$ cat src/rrs_pkg.sv
// shared types, codes and constants of the rtp relay statistics router
package rrs_pkg;

	localparam int DIR_COUNT = 2;

	// verdict codes
	localparam logic [1:0] V_BAD     = 2'd0;
	localparam logic [1:0] V_UNKNOWN = 2'd1;
	localparam logic [1:0] V_CALLER  = 2'd2;
	localparam logic [1:0] V_CALLEE  = 2'd3;

	// configuration register indexes
	localparam logic [1:0] CFG_CALLER_ADDR = 2'd0;
	localparam logic [1:0] CFG_CALLEE_ADDR = 2'd1;
	localparam logic [1:0] CFG_CALLER_PORT = 2'd2;
	localparam logic [1:0] CFG_CALLEE_PORT = 2'd3;

	localparam logic [1:0]  VERSION_RTP   = 2'd2;
	localparam logic [15:0] SEQ_GAP_LIMIT = 16'd3000;
	localparam int          TS_SHIFT      = 3;
	localparam int          JIT_SHIFT     = 4;

	// per-direction statistics entry
	typedef struct packed {
		logic [31:0] packets;
		logic [31:0] lost;
		logic [15:0] prev_seq;
		logic [31:0] prev_transit;
		logic [35:0] jitter;
	} dir_state_t;

	localparam int DIR_STATE_W = $bits(dir_state_t);

endpackage

$ cat src/rrs_ram.sv
// generic single write port ram with registered read
module rrs_ram #(
	parameter int WIDTH = 8,
	parameter int DEPTH = 2
) (
	input  logic                                          clk,
	input  logic                                          we,
	input  logic [((DEPTH > 1) ? $clog2(DEPTH) : 1)-1:0] waddr,
	input  logic [WIDTH-1:0]                              wdata,
	input  logic                                          re,
	input  logic [((DEPTH > 1) ? $clog2(DEPTH) : 1)-1:0] raddr,
	output logic [WIDTH-1:0]                              rdata
);

	logic [WIDTH-1:0] mem [DEPTH];

	always_ff @(posedge clk) begin
		if (we) begin
			mem[waddr] <= wdata;
		end
		if (re) begin
			rdata <= mem[raddr];
		end
	end

endmodule

$ cat src/rrs_update.sv
// per-direction loss and jitter update of one statistics entry
module rrs_update
	import rrs_pkg::*;
(
	input  dir_state_t  old_state,
	input  logic        first,
	input  logic [15:0] seq,
	input  logic [31:0] transit,
	output dir_state_t  new_state
);

	logic [15:0] delta;
	logic [31:0] diff;
	logic [31:0] mag;
	logic [35:0] j_decay;
	logic        gap;

	always_comb begin
		delta   = seq - old_state.prev_seq;
		diff    = transit - old_state.prev_transit;
		mag     = diff[31] ? (32'd0 - diff) : diff;
		// j - j/16 does not wait on the transit difference
		j_decay = old_state.jitter - (old_state.jitter >> JIT_SHIFT);
		gap     = (delta > 16'd1) && (delta < SEQ_GAP_LIMIT);

		new_state              = old_state;
		new_state.packets      = old_state.packets + 32'd1;
		new_state.prev_seq     = seq;
		new_state.prev_transit = transit;
		if (!first) begin
			if (gap) begin
				new_state.lost = old_state.lost + {16'd0, delta - 16'd1};
			end
			new_state.jitter = j_decay + {4'd0, mag};
		end
	end

endmodule

$ cat src/rtp_relay_stats_router_top.sv
// top level of the rtp relay statistics router
// a result beat is registered first in stage 1, then in the output register
// throughput: one header per cycle unless the output stalls; the per-direction entry is read,
//   updated and written back in a ram with forwarding between back-to-back beats of one direction
// reset: arst_n clears control state, configuration and latched ports at once;
//   the statistics ram is not cleared, per-direction seen bits make it read as zero
module rtp_relay_stats_router_top
	import rrs_pkg::*;
(
	input  logic        clk,
	input  logic        arst_n,
	// configuration write port
	input  logic        cfg_we,
	input  logic [1:0]  cfg_index,
	input  logic [31:0] cfg_data,
	// input channel
	input  logic        in_valid,
	output logic        in_stall,
	input  logic [31:0] source_address,
	input  logic [15:0] source_port,
	input  logic [1:0]  version_bits,
	input  logic [15:0] seq_num,
	input  logic [31:0] media_timestamp,
	input  logic [31:0] arrival_ms,
	// output channel
	output logic        out_valid,
	input  logic        out_stall,
	output logic [1:0]  verdict,
	output logic        forward,
	output logic [31:0] dest_address,
	output logic [15:0] dest_port,
	output logic [31:0] packets_seen,
	output logic [31:0] packets_lost,
	output logic [35:0] jitter_x16
);

	// configuration and latched media ports
	logic [31:0] caller_address_q;
	logic [31:0] callee_address_q;
	logic [15:0] caller_port_q;
	logic [15:0] callee_port_q;

	// per-direction first-packet tracking, lives in flops so reset is immediate
	logic [DIR_COUNT-1:0] seen_q;

	// stage 1: ram read data is valid here
	logic        s1_valid_q;
	logic [1:0]  verdict_s1;
	logic [15:0] sport_s1;
	logic [15:0] seq_s1;
	logic [31:0] transit_s1;
	logic        fwd_s1;
	dir_state_t  fwd_data_q;

	// output register
	logic        out_valid_q;
	logic [1:0]  verdict_q;
	logic        forward_q;
	logic [31:0] dest_address_q;
	logic [15:0] dest_port_q;
	logic [31:0] packets_q;
	logic [31:0] lost_q;
	logic [35:0] jitter_q;

	logic                   in_accept;
	logic                   s1_adv;
	logic                   s1_known;
	logic                   s1_write;
	logic                   dir_s1;
	logic                   dir_in;
	logic [1:0]             verdict_in;
	logic [31:0]            transit_in;
	logic [DIR_STATE_W-1:0] rd_data;
	dir_state_t             old_state;
	dir_state_t             new_state;
	logic                   s1_first;

	// ---------------------------------------------------------------
	// handshake: stage 1 moves on whenever the output register is free
	// or being drained, so unless the output stalls a new beat enters every cycle
	// ---------------------------------------------------------------
	assign s1_adv    = !out_valid_q || !out_stall;
	assign in_stall  = s1_valid_q && !s1_adv;
	assign in_accept = in_valid && !in_stall;

	// ---------------------------------------------------------------
	// stage 0: classify the header and start the entry read
	// caller match wins when both addresses are equal
	// ---------------------------------------------------------------
	always_comb begin
		if (version_bits != VERSION_RTP) begin
			verdict_in = V_BAD;
		end else if (source_address == caller_address_q) begin
			verdict_in = V_CALLER;
		end else if (source_address == callee_address_q) begin
			verdict_in = V_CALLEE;
		end else begin
			verdict_in = V_UNKNOWN;
		end
	end

	assign dir_in     = (verdict_in == V_CALLEE);
	assign transit_in = arrival_ms - (media_timestamp >> TS_SHIFT);

	rrs_ram #(
		.WIDTH (DIR_STATE_W),
		.DEPTH (DIR_COUNT)
	) u_stats_ram (
		.clk   (clk),
		.we    (s1_write),
		.waddr (dir_s1),
		.wdata (new_state),
		.re    (in_accept),
		.raddr (dir_in),
		.rdata (rd_data)
	);

	// ---------------------------------------------------------------
	// stage 1: read-modify-write of the direction entry
	// ---------------------------------------------------------------
	assign dir_s1   = (verdict_s1 == V_CALLEE);
	assign s1_known = (verdict_s1 == V_CALLER) || (verdict_s1 == V_CALLEE);
	assign s1_write = s1_valid_q && s1_adv && s1_known;
	assign s1_first = !seen_q[dir_s1];

	// the previous beat's write lands on the same edge as this beat's read,
	// so its result is bypassed; an entry never written reads as zero
	always_comb begin
		if (fwd_s1) begin
			old_state = fwd_data_q;
		end else if (seen_q[dir_s1]) begin
			old_state = dir_state_t'(rd_data);
		end else begin
			old_state = '0;
		end
	end

	rrs_update u_update (
		.old_state (old_state),
		.first     (s1_first),
		.seq       (seq_s1),
		.transit   (transit_s1),
		.new_state (new_state)
	);

	always_ff @(posedge clk or negedge arst_n) begin
		if (!arst_n) begin
			s1_valid_q <= 1'b0;
			fwd_s1     <= 1'b0;
		end else begin
			if (in_accept) begin
				s1_valid_q <= 1'b1;
				fwd_s1     <= s1_write && (dir_s1 == dir_in);
			end else if (s1_adv) begin
				s1_valid_q <= 1'b0;
				fwd_s1     <= 1'b0;
			end
		end
	end

	// stage 1 payload and bypass data
	always_ff @(posedge clk) begin
		if (in_accept) begin
			verdict_s1 <= verdict_in;
			sport_s1   <= source_port;
			seq_s1     <= seq_num;
			transit_s1 <= transit_in;
			fwd_data_q <= new_state;
		end
	end

	// configuration, latched ports and seen bits
	always_ff @(posedge clk or negedge arst_n) begin
		if (!arst_n) begin
			caller_address_q <= '0;
			callee_address_q <= '0;
			caller_port_q    <= '0;
			callee_port_q    <= '0;
			seen_q           <= '0;
		end else begin
			if (s1_write) begin
				seen_q[dir_s1] <= 1'b1;
				if (dir_s1) begin
					callee_port_q <= sport_s1;
				end else begin
					caller_port_q <= sport_s1;
				end
			end
			// a port write also reloads the latched port, like new signalling
			if (cfg_we) begin
				case (cfg_index)
					CFG_CALLER_ADDR: caller_address_q <= cfg_data;
					CFG_CALLEE_ADDR: callee_address_q <= cfg_data;
					CFG_CALLER_PORT: caller_port_q    <= cfg_data[15:0];
					CFG_CALLEE_PORT: callee_port_q    <= cfg_data[15:0];
					default: begin
					end
				endcase
			end
		end
	end

	// ---------------------------------------------------------------
	// output register: decoupled from stage 1 so the input can still fill stage 1
	// while a finished beat waits
	// ---------------------------------------------------------------
	always_ff @(posedge clk or negedge arst_n) begin
		if (!arst_n) begin
			out_valid_q <= 1'b0;
		end else begin
			if (s1_valid_q && s1_adv) begin
				out_valid_q <= 1'b1;
			end else if (!out_stall) begin
				out_valid_q <= 1'b0;
			end
		end
	end

	always_ff @(posedge clk) begin
		if (s1_valid_q && s1_adv) begin
			verdict_q      <= verdict_s1;
			forward_q      <= 1'b0;
			dest_address_q <= '0;
			dest_port_q    <= '0;
			packets_q      <= '0;
			lost_q         <= '0;
			jitter_q       <= '0;
			if (s1_known) begin
				packets_q <= new_state.packets;
				lost_q    <= new_state.lost;
				jitter_q  <= new_state.jitter;
				// send to the peer only once its port is known
				if (dir_s1 && (caller_port_q != 16'd0)) begin
					forward_q      <= 1'b1;
					dest_address_q <= caller_address_q;
					dest_port_q    <= caller_port_q;
				end else if (!dir_s1 && (callee_port_q != 16'd0)) begin
					forward_q      <= 1'b1;
					dest_address_q <= callee_address_q;
					dest_port_q    <= callee_port_q;
				end
			end
		end
	end

	assign out_valid    = out_valid_q;
	assign verdict      = verdict_q;
	assign forward      = forward_q;
	assign dest_address = dest_address_q;
	assign dest_port    = dest_port_q;
	assign packets_seen = packets_q;
	assign packets_lost = lost_q;
	assign jitter_x16   = jitter_q;

	// ---------------------------------------------------------------
	// assertions
	// ---------------------------------------------------------------

	// an empty stage 1 never back-pressures the input
	a_no_idle_stall: assert property (@(posedge clk) disable iff (!arst_n)
		!s1_valid_q |-> !in_stall)
		else $error("input stalled with stage 1 empty");

	// a bypass only happens for a direction that has been written
	a_fwd_seen: assert property (@(posedge clk) disable iff (!arst_n)
		(s1_valid_q && fwd_s1) |-> seen_q[dir_s1])
		else $error("bypass on a direction never written");

	// a forwarded beat always carries a nonzero peer port
	a_fwd_port: assert property (@(posedge clk) disable iff (!arst_n)
		(out_valid && forward) |-> (dest_port != 16'd0))
		else $error("forward with zero destination port");

	// dropped packets carry no statistics
	a_drop_zero: assert property (@(posedge clk) disable iff (!arst_n)
		(out_valid && ((verdict == V_BAD) || (verdict == V_UNKNOWN)))
			|-> (!forward && (packets_seen == 32'd0)))
		else $error("dropped packet carries statistics");

	// a known beat leaving stage 1 marks its direction seen
	a_seen_set: assert property (@(posedge clk) disable iff (!arst_n)
		s1_write |=> seen_q[$past(dir_s1)])
		else $error("direction not marked after write-back");

endmodule

$ cat config.mk
export PLATFORM = sky130hd
export DESIGN_NAME = rtp_relay_stats_router_top
export DESIGN_NICKNAME = d
export VERILOG_FILES = /design/src/rrs_pkg.sv /design/src/rrs_ram.sv /design/src/rrs_update.sv /design/src/rtp_relay_stats_router_top.sv
export SDC_FILE = /design/constraint.sdc
export NUM_CORES = 1
export LEC_CHECK = 0
export ABC_AREA = 0
export BUFFER_PORTS_ARGS = -buffer_cell sky130_fd_sc_hd__clkbuf_2
export CORE_MARGIN = 4
export CORE_UTILIZATION = 45
export DETAILED_ROUTE_END_ITERATION = 6
export GPL_TIMING_DRIVEN = 0
export PLACE_DENSITY = 0.59
export SLEW_MARGIN = 25
export SYNTH_ARGS = -nofsm -noshare
export SYNTH_HDL_FRONTEND = slang
export SYNTH_SLANG_ARGS = --single-unit
$ cat constraint.sdc
create_clock -name clk -period 12.05 [get_ports clk]
set_input_delay 1.205 -clock clk [delete_from_list [all_inputs] [get_ports clk]]
set_output_delay 1.205 -clock clk [all_outputs]
set_load 0.02 [all_outputs]
==> results.json, run 1 <==
{
  "syn_nets": 3823,
  "portBuffers": 318,
  "ioPinCount": 322,
  "grt_setup_unrepaired": "false",
  "row_count": 114,
  "cts_sinks": 910,
  "crit_path_max_fanout": 19,
  "clock_latency_ns": 0.69,
  "grtUsageTotal_pct": 22.00,
  "final_nets": 4254,
  "hold_viol": 0,
  "final_layout_size_suffix_gt1_share_pct": 19.10,
  "hold_path.class": "in2async",
  "place_hpwl_mm": 83.15,
  "status": "completed",
  "routed_via_density": 5.588,
  "cp.required_ns": 12.49,
  "p_per_area_nw_per_um2": 241.6,
  "ys_types": 94,
  "cts_made_buffers": 96,
  "grt_pass1_vias": 28870,
  "yosysMostFrequentCell": "edfxtp_1",
  "remaining_drc_errors": 0,
  "cts_tree": "built",
  "core-area_sq_um": 97280,
  "cp-end-kind": "flop",
  "cts-root-buf": "clkbuf_16",
  "dp_slack_ns": -1.587,
  "start_util_pct": 45.62,
  "grt_max_degree": 79,
  "total_power_mw": 12.35,
  "post-route-period-util_pct": 94.06,
  "synth_common_cells": "edfxtp_1, nand2_1, a21oi_1",
  "layout_setup_ws_ns": 0.7153,
  "cap_violations": 0,
  "synth_top_area_share_pct": 54.74,
  "dieArea_sq_um": 103700,
  "die_w_um": 322.1,
  "synth-seq-cells": 910,
  "syn_area_per_cell_sq_um": 12.73,
  "fmax_mhz": 88.23,
  "async_flop_share_pct": 11.10,
  "tightest_slew_ns": 1.040,
  "synth_area_leader_cell": "edfxtp_1",
  "cp_top_family": "compound AO/OA/AOI/OAI gates",
  "arrival_ns": 11.77,
  "ant_nets": 0,
  "ctsHoldBuffers": 0,
  "cts_buffer_depth": 3,
  "synth_area_leaders": "edfxtp_1, dfrtp_1, mux2_2",
  "antenna_found_initial": 9,
  "wl_per_cell_um": 21.90,
  "start_kind": "flop",
  "critPathBufInv": 11,
  "path_class": "reg2reg",
  "max_slew_margin_pct": 30.67,
  "fin_skew_ns": 0.03469,
  "max_stage_delay_ns": 0.59,
  "area_delta_synth_final_pct": 15.22,
  "yosysSeqAreaShare_pct": 60.43,
  "hold_ws_ns": 0.3815,
  "period_needed_ns": 11.33,
  "vdd.ir_drop.worst_mv": 0.1858,
  "synth-main-ff-cell": "edfxtp_1",
  "num_vias": 29480,
  "htree_levels": 3,
  "p_leak_nw": 19.56,
  "place.gp.congestion": 0.8956,
  "slowest_stage": "buf_2",
  "final_cell_area_sq_um": 51140,
  "synth_edf_count": 809,
  "finalSetupViolations": 0,
  "ys_warn_count": 0,
  "synthCells": 3486,
  "placed_area_sq_um": 48070,
  "finalMaxSlewViolations": 0,
  "overflow": 0,
  "first_pass_iters": 6,
  "grt_pass1_wl_mm": 174.4,
  "clkSlewWorstSetupHoldPaths_ns": 0.06,
  "syn_area_sq_um": 44380,
  "timing.setup.tns_ns": 0,
  "drt_iter0_drc": 2489,
  "die_h_um": 322.1,
  "drt-total-wl_mm": 115.5
}
-- cells in the final DEF (no fill, tap or decap), types with 14 or more instances in the layout --
cell / netlist / layout
a211oi_1: 20 / 18
a21o_1: 50 / 50
a21oi_1: 228 / 227
a22o_1: 62 / 62
a22oi_1: 37 / 37
a31oi_1: 51 / 51
and2_1: 69 / 68
and3_1: 81 / 81
and4_1: 14 / 14
buf_1: 20 / 17
buf_2: 19 / 20
clkbuf_1: 117 / 126
clkbuf_16: 0 / 97
clkbuf_2: 0 / 329
clkinv_1: 2 / 14
clkinv_2: 0 / 21
dfrtp_1: 101 / 101
edfxtp_1: 809 / 809
fa_1: 36 / 36
ha_1: 132 / 132
inv_1: 148 / 147
mux2_2: 213 / 213
mux2i_1: 24 / 24
nand2_1: 269 / 269
nand2b_1: 26 / 26
nand3_1: 79 / 79
nand4_1: 32 / 32
nor2_1: 133 / 133
nor2b_1: 30 / 30
nor3_1: 61 / 61
nor4_1: 33 / 33
o21a_1: 15 / 15
o21ai_0: 139 / 139
o21ai_1: 18 / 18
xnor2_1: 179 / 179
xor2_1: 58 / 58
-- final timing paths --
check                      startpoint                    to  slack (ns)  depth (start not counted)
min in group clk            seen_q[1]             seen_q[1]        0.46                          1
max reg2reg                    fwd_s1        jitter_x16[31]        0.72                         36
min                            arst_n  caller_address_q[24]        0.38                          1
max                            fwd_s1        jitter_x16[31]        0.72                         36
max in group asynchronous      arst_n                fwd_s1       10.96                          2
min reg2reg                 seen_q[1]             seen_q[1]        0.46                          1
-- registers in the layout (all words and copies together), names as in the netlist, 16 cells and up --
register and cells:
packets_lost 32, u_stats_ram.mem 296, seq_s1 16, caller_address_q 32, callee_address_q 32, jitter_x16 36
transit_s1 32, u_stats_ram.rdata 148, fwd_data_q 148, packets_seen 32, dest_address 32, sport_s1 16
caller_port_q 16, callee_port_q 16, dest_port 16
-- per-stage QoR --
| step | cells | util (%) |
|---|---|---|
| final | 5275 | 52.57 |
| after global routing | 5275 | 52.57 |
| after CTS | 5272 | 52.53 |
| after detailed placement | 5099 | 49.42 |
| after global placement | 5080 | 48.90 |
| after floorplan | 3486 | - |
-- final cells by class --
class	count	area [sq um]
fill	8465	46140
sequential	910	26820
multi-input combinational	2267	16390
clock buffer	125	2542
timing repair buffer	337	2063
tap	1276	1597
buffer	155	654.4
inverter	150	570.5
clock inverter	51	484.2
antenna	4	10.01
-- cells by family after synthesis --
kind of cell    share of synthesized area (%)
simple gates                            10.30
flops                                   60.43
xor+xnor                                4.677
fa+ha+maj                               5.345
compound gates                          10.58
buf+inv                                 2.701
mux                                     5.971
-- layer usage --
| metal | routed length, um | global-route usage [%] | vias to the layer above |
|---|---|---|---|
| met1 | 52390 | 31.88 | 14440 |
| met4 | 2957 | 6.426 | 0 |
| met2 | 52200 | 34.30 | 959 |
| li1 | - | - | 13920 |
| met5 | 0 | 0 | - |
| met3 | 7976 | 3.688 | 157 |
-- worst reg2reg max path: cells and delay by family, from the launching register on --
kind                       cells  cell delay, ns
xor gates and xnor gates       3            0.91
AOI/OAI and AO/OA             16            4.25
adders and majority gates      3            1.00
DFF                            1            0.40
buffers and inverters         11            3.97
and+or+nand+nor                3            0.56
-- power breakdown --
group          total, mW  switching, mW  internal (mW)
Sequential          4.49          0.186           4.30
Combinational       4.99           3.16           1.83
Clock               2.87           1.26           1.61
-- what timing repair did --
item	in CTS	in global routing
buffers inserted	0	0
pin swaps	0	0
resized for setup	10	16
endpoints found under the setup margin	110	56
No activity file was read; power rests on OpenSTA's default activity.
==> run 2, diff against run 1 <==
--- a/config.mk
+++ b/config.mk
@@ -9,6 +9,7 @@
 export BUFFER_PORTS_ARGS = -buffer_cell sky130_fd_sc_hd__clkbuf_2
 export CORE_MARGIN = 4
 export CORE_UTILIZATION = 45
+export CTS_BUF_LIST = sky130_fd_sc_hd__clkbuf_4
 export DETAILED_ROUTE_END_ITERATION = 6
 export GPL_TIMING_DRIVEN = 0
 export PLACE_DENSITY = 0.59
==> run 2 against run 1 <==
Critical path depth decreased by 3. Die area unchanged. Fmax decreased by 0.97%. Clock skew increased by 0.071 ns. Register-to-register slack got worse by 0.11 ns. Clock power decreased by 10%. Cell area decreased by 0.24%. Combinational power about the same. Largest cell class unchanged.
==> results.json, run 2 (synthesized netlist as in run 1, its figures left out) <==
{
  "antenna_found_initial": 7,
  "hold_start": "source_port[8]",
  "portBuffers": 318,
  "grt_max_degree": 79,
  "cts_sinks": 910,
  "num_vias": 30300,
  "finalMaxSlewViolations": 0,
  "wl_per_cell_um": 21.21,
  "fin_skew_ns": 0.1053,
  "post_cts_buffers": 0,
  "rrSetupSlack_ns": 0.60,
  "final_nets": 4384,
  "grt_pass1_vias": 29980,
  "p_per_area_nw_per_um2": 236.6,
  "cts-root-buf": "clkbuf_4",
  "combPwrFrac_pct": 41.4,
  "critPathBufInv": 10,
  "die_h_um": 322.1,
  "dieArea_sq_um": 103700,
  "crit_path_max_fanout": 19,
  "place_hpwl_mm": 83.15,
  "routed_via_density": 5.511,
  "overflow": 0,
  "finalSetupViolations": 0,
  "largest_register_ffs": 296,
  "cp-end-kind": "flop",
  "power.switching_mw": 4.588,
  "dp_cells": 5099,
  "ioPinCount": 322,
  "p_int_mw": 7.480,
  "max_stage_delay_ns": 0.63,
  "start_kind": "flop",
  "r2r-start": "fwd_s1",
  "hold_path.class": "in2reg",
  "cp_top_family": "buffers and inverters",
  "total_power_mw": 12.07,
  "slowest_stage": "o311ai_1",
  "status": "completed",
  "fill_cells": 8582,
  "hold_depth": 1,
  "clkSlewWorstSetupHoldPaths_ns": 0.07,
  "p_seq_share_pct": 37.2,
  "final_common_cell": "edfxtp_1",
  "top_register": "u_stats_ram.mem",
  "cts_made_buffers": 225,
  "grtUsageTotal_pct": 22.34,
  "hold_ws_ns": 0.2337,
  "cts_buffer_depth": 3,
  "post-route-period-util_pct": 94.99,
  "period_needed_ns": 11.45,
  "grt_pass1_wl_mm": 176.9,
  "fmax_mhz": 87.37,
  "ant_nets": 0,
  "row_count": 114,
  "clock_latency_ns": 1.14,
  "die_w_um": 322.1,
  "cap_violations": 0,
  "core-area_sq_um": 97280,
  "first_pass_iters": 6,
  "tightest_slew_ns": 1.036,
  "cp.required_ns": 12.88,
  "placed_area_sq_um": 48070,
  "hold_end": "sport_s1[8]",
  "p_leak_nw": 19.82,
  "final_layout_size_suffix_gt1_share_pct": 23.52,
  "clkPwrFrac_pct": 21.4,
  "final_cell_mix": "edfxtp_1, clkbuf_4, clkbuf_2, nand2_1, a21oi_1",
  "cts_tree": "built",
  "htree_levels": 4,
  "final_cell_area_sq_um": 51020,
  "stdcell_count": 5498,
  "place.gp.congestion": 0.8956,
  "vdd.ir_drop.worst_mv": 0.1807,
  "top_regs": "u_stats_ram.mem: 296 flops, fwd_data_q: 148 flops, u_stats_ram.rdata: 148 flops",
  "drt-total-wl_mm": 116.6,
  "final-seq-area_sq_um": 26820,
  "start_util_pct": 45.62,
  "r2r_cells": 33,
  "remaining_drc_errors": 0,
  "r2r-end": "jitter_x16[31]",
  "max_slew_margin_pct": 30.96,
  "multiInputGateArea_sq_um": 16390,
  "hold_viol": 0,
  "drt_iter0_drc": 2532,
  "arrival_ns": 12.28,
  "area_delta_synth_final_pct": 14.94,
  "path_class": "reg2reg",
  "netSwitchingFraction_pct": 38.02
}
## run 2: per-stage QoR
stage	utilization, %	TNS, ns	setup WS (ns)
6_report	52.44	0	0.6038
5_1_grt	52.44	-0.02996	-0.02996
4_1_cts	52.41	0	0.08404
3_5_place_dp	49.42	-75.58	-1.587
3_3_place_gp	48.90	-3037.17	-7.268
2_1_floorplan	-	0	0.1888
## run 2: area by class of cell
class                           instances  area share, %
Tap cell                             1276          3.130
Antenna cell                            4        0.01962
Inverter                              150          1.118
Sequential cell                       910          52.57
Timing Repair Buffer                  338          4.064
Buffer                                155          1.283
Clock inverter                         53         0.5984
Multi-Input combinational cell       2267          32.14
Clock buffer                          345          5.077
## run 2: power groups by stage
stage	logic [mW]	registers (mW)	clock network (mW)
6_report	5.00	4.49	2.58
5_1_grt	5.54	4.53	2.84
4_1_cts	4.94	4.49	2.67
3_5_place_dp	4.90	4.55	0
3_3_place_gp	4.82	4.61	0
2_1_floorplan	3.43	4.66	0
## run 2: worst max-delay path by stage
| stage | from | to | slack, ns | cells after the start |
|---|---|---|---|---|
| 2_1_floorplan | out_stall | u_stats_ram.mem[0][0] | 0.19 | 6 |
| 3_3_place_gp | out_stall | caller_port_q[10] | -7.27 | 9 |
| 3_5_place_dp | fwd_s1 | jitter_x16[31] | -1.59 | 33 |
| 4_1_cts | verdict_s1[1] | jitter_x16[31] | 0.08 | 35 |
| 5_1_grt | verdict_s1[1] | jitter_x16[31] | -0.03 | 38 |
| 6_report | fwd_s1 | jitter_x16[31] | 0.60 | 33 |
## run 2: timing repair
action	in CTS	in global routing
endpoints found under the setup margin	113	47
resized for setup	11	14
hold buffers	1	0
endpoints found under the hold margin	23	0
## run 2: layer usage
metal  part of all wire [%]  wire [um]  global-route usage, %
met3                    6.9       8068                  4.505
met4                    2.2       2527                  7.366
met2                     45      53010                  34.57
met5                      0          0                      0
met1                     45      52990                  31.75
